===== config.mk =====
export PLATFORM = sky130hd
export DESIGN_NAME = scs_ctrl
export DESIGN_NICKNAME = d
export VERILOG_FILES = /design/src/design/scs_pkg.sv /design/src/design/scs_ctrl.sv
export SDC_FILE = /design/constraint.sdc
export NUM_CORES = 1
export LEC_CHECK = 0
export BUFFER_PORTS_ARGS = -buffer_cell sky130_fd_sc_hd__buf_2
export CORE_AREA = 2 2 39 41
export DETAILED_ROUTE_END_ITERATION = 8
export DIE_AREA = 0 0 41 43
export PLACE_DENSITY_LB_ADDON = 0.25
export SLEW_MARGIN = 40
export SYNTH_ARGS = -nofsm -noshare
export SYNTH_HDL_FRONTEND = slang
export SYNTH_SLANG_ARGS = --single-unit

===== constraint.sdc =====
create_clock -name i_clk -period 2.28 [get_ports i_clk]
set_input_delay 0.57 -clock i_clk [delete_from_list [all_inputs] [get_ports i_clk]]
set_output_delay 0.57 -clock i_clk [all_outputs]
set_load 0.03 [all_outputs]

===== src/design/scs_pkg.sv =====
// Shared types, constants and state encoding for the sparse cosine similarity block.
`default_nettype none
package scs_pkg;
    localparam int MaxEntries = 256;
    localparam int IdBits     = 20;
    localparam int WtBits     = 16;
    localparam int AddrBits   = $clog2(MaxEntries);
    localparam int CntBits    = AddrBits + 1;
    localparam int AccBits    = 64;
    localparam int RootBits   = 32;

    localparam logic [1:0] ReqFirst  = 2'd0;
    localparam logic [1:0] ReqSecond = 2'd1;
    localparam logic [1:0] ReqFinish = 2'd2;

    localparam logic [1:0] StatOk       = 2'd0;
    localparam logic [1:0] StatZeroNorm = 2'd1;
    localparam logic [1:0] StatDropped  = 2'd2;

    typedef struct packed {
        logic [1:0]  req_type;
        logic [19:0] term_index;
        logic [15:0] weight;
    } t_in;

    typedef struct packed {
        logic [15:0] similarity;
        logic [1:0]  status;
    } t_out;

    typedef enum logic [3:0] {
        S_IDLE, S_RD, S_WAIT, S_MAC, S_SQA, S_SQB, S_MUL, S_DIV, S_OUT
    } t_state;

    // controller -> datapath
    typedef struct packed {
        logic clr;        // clear accumulators and indices
        logic rd;         // issue memory reads at current indices
        logic mac;        // merge step on registered read data
        logic sqrt_a;     // run isqrt on norm A
        logic sqrt_b;     // run isqrt on norm B
        logic mul;        // form denominator
        logic div;        // run divider
    } t_cmd;

    // datapath -> controller
    typedef struct packed {
        logic walk_done;
        logic unit_done;
    } t_sts;
endpackage
`default_nettype wire


===== src/design/scs_ctrl.sv =====
// Controller state machine sequencing the merge walk, roots and divide.
`default_nettype none
module scs_ctrl (
    input  wire logic          i_clk,
    input  wire logic          i_rst_n,
    input  wire logic          i_start,
    input  wire logic          i_out_ready,
    input  wire scs_pkg::t_sts i_sts,
    output scs_pkg::t_cmd      o_cmd,
    output logic               o_busy,
    output logic               o_out_valid
);
    import scs_pkg::*;
    t_state r_state, n_state;

    always_ff @(posedge i_clk) begin
        if (!i_rst_n) begin
            r_state <= S_IDLE;
        end else begin
            r_state <= n_state;
        end
    end

    always_comb begin
        n_state = r_state;
        case (r_state)
            S_IDLE: if (i_start) n_state = S_RD;
            S_RD:   n_state = i_sts.walk_done ? S_SQA : S_WAIT;
            S_WAIT: n_state = S_MAC;
            S_MAC:  n_state = S_RD;
            S_SQA:  if (i_sts.unit_done) n_state = S_SQB;
            S_SQB:  if (i_sts.unit_done) n_state = S_MUL;
            S_MUL:  n_state = S_DIV;
            S_DIV:  if (i_sts.unit_done) n_state = S_OUT;
            S_OUT:  if (i_out_ready) n_state = S_IDLE;
            default: n_state = S_IDLE;
        endcase
    end

    always_comb begin
        o_cmd       = '0;
        o_busy      = (r_state != S_IDLE);
        o_out_valid = (r_state == S_OUT);
        case (r_state)
            S_IDLE: o_cmd.clr    = i_start;
            S_RD:   o_cmd.rd     = 1'b1;
            S_MAC:  o_cmd.mac    = 1'b1;
            S_SQA:  o_cmd.sqrt_a = 1'b1;
            S_SQB:  o_cmd.sqrt_b = 1'b1;
            S_MUL:  o_cmd.mul    = 1'b1;
            S_DIV:  o_cmd.div    = 1'b1;
            default: ;
        endcase
    end
endmodule
`default_nettype wire


==> summary.txt <==
# diodes: 0
max FFs per register: 4
IO Port Bufs: 14
RSZ-0062 raised after global routing: no
Synth area leader: dfxtp_1
Crit path arrival time: 1340 ps
Reg power frac: 0.292
max-slew violation count: 0
Pint: 248 uW
switching part of the total: 0.491
Post-CTS Hold Buffers: 0
CTS tree: done
area grow syn2layout: 18.8%
critical path type: reg2out
Final Util: 0.325
Vias: 357
Top Registers: r_state (4)
overflow left after global routing: 0
TritonRoute pass-1 iters: 3
die area: 1760 um2
Mean Syn Cell Area: 8.24 um2
Routed WL: 763 um
setup repair bufs after CTS: 0
Netlist cell types: 24
Logic pwr share: 0.526
Post-Syn Area: 379 um2
Routability Congestion: 0.790
part of the power in the clock network: 0.183
worst-path maximum fanout: 11
num rows: 14
Synth top area share: 0.211
status: completed
Initial Util: 0.274
Rel. slew slack: 0.669
share of cells above drive strength 1: 0.407
CP endpoint kind: output pin
Final Critical Period: 1910 ps
drt first-iter violations: 7
vias in the first global route: 313
GRT Total Usage: 0.113
drt wl/cell: 10.2 um
Worst EP required: 1710 ps
Worst-Margin Slew: 496 ps
Hold Violations, Final: 0
DR vias/cell: 4.76
I/O pin total: 15
Yosys warnings: 0
syn nets: 52
Placed Cells incl. Taps: 72
Die Y: 43 um
clock skew: 0.289 ps
first-pass GRT wire length: 1.32 mm
Leak: 0.000187 uW
NetSw: 239 uW
number of cells in the finished layout apart from fillers: 75
Seq/Total Area, Yosys: 0.211
Core ar.: 1380 um2
Maximum Capacitance Violations: 0
startpoint types: flip-flop
fin crit share: 0.838
initial antenna violation count: 0
largest register by flop count: r_state
worst setup margin: 369 ps
Post-Syn Instances: 46
CTS sink cnt: 4
Fmax: 0.523 GHz
peak supply drop: 0.356 mV
# resized after CTS: 0
Post-DRT Antenna Nets: 0
clk_lat worst skew: 230 ps
Setup-failing EPs final: 0
Clock Tree Root: clkbuf_4
Hold/Removal Path Class: reg2reg
clk buf depth: 2
H-tree levels: 1
DRC: 0
largest net degree at the start of global routing: 12
post-synthesis register bit count: 4
Reg clk slew, reported paths: 40 ps
Die W: 41 um
Num CTS Buffers: 3
Synth area leaders: dfxtp_1 21%, buf_6 8.9%, nand2_1 6.9%
Nets: 67
pwr dens: 1080 nW/um2
Place WS: 618 ps
dpl hpwl: 556 um
Final TNS setup: 0 ps
## kinds of logic (layout without fill, tap and decap cells)
family	count (synthesis)	in the layout	share of synthesized area
compound gates	8	8	0.185
buf+inv	5	18	0.119
flops	4	4	0.211
mux	1	1	0.0264
simple gates	28	28	0.459
## per-layer routing
layer	part of all wire	GRT usage	up-vias	wire [um]
met3	0.035	0.0314	2	27
met4	0.021	0.100	0	16
met1	0.47	0.135	162	360
met5	0	0	-	0
met2	0.47	0.153	9	358
li1	-	-	184	-
## cells in the mapped netlist
cell type	instances
nor2b_1	1
o21ai_1	2
and2_1	1
a21oi_1	2
a21oi_2	1
nand2b_4	1
mux2i_1	1
buf_4	1
a2111oi_2	1
nor2_1	4
nor3_4	1
nand4b_1	1
nor2_2	1
nand3_1	2
a22oi_4	1
o21ai_0	1
nor3_1	3
nand2_1	7
buf_6	3
nor3b_4	1
inv_1	1
dfxtp_1	4
nand2b_1	4
and3_1	1
## power by group through the flow
stage | sequential [uW] | clock, uW | combinational [uW]
CTS | 142 | 93.4 | 259
global placement | 145 | 0 | 260
global route | 147 | 101 | 282
detailed placement | 143 | 0 | 258
finish | 142 | 88.9 | 256
floorplan | 94.2 | 0 | 278
## stage by stage
stage	total power, uW	area [um2]	hold WS (ps)
after detailed placement	401	428	607
after CTS	495	450	614
after floorplan	373	379	543
after global placement	404	428	605
final	487	450	622
after global routing	529	450	614
## layout make-up
class                           instances  area, um2
Sequential cell                         4       80.1
Inverter                                1       3.75
Clock buffer                            3       22.5
Tap cell                               16       20.0
Fill cell                             157        933
Multi-Input combinational cell         37        254
Timing Repair Buffer                   14       70.1
## worst max-delay path, stage by stage (launching register included)
cell     delay, ps
dfxtp_1        620
nor2_1         120
and3_1         200
buf_2          170
## layout by cell type, fill, tap and decap left out, drive strengths merged, types with 2 or more instances in the layout
cell and instances:
a21oi 3, buf 14, clkbuf 3, dfxtp 4, nand2 7, nand2b 5, nand3 2, nor2 5
nor3 4, o21ai 3
## worst paths after layout
| check | cells after the start | from | endpoint | slack (ps) |
|---|---|---|---|---|
| worst min register to register | 2 | r_state[1] | r_state[1] | 620 |
| worst max-delay path | 3 | r_state[0] | o_cmd[6] | 370 |
| worst min-delay path | 2 | r_state[1] | r_state[1] | 620 |
| worst max register to register | 4 | r_state[3] | r_state[1] | 880 |
(Power assumes the default switching activity.)
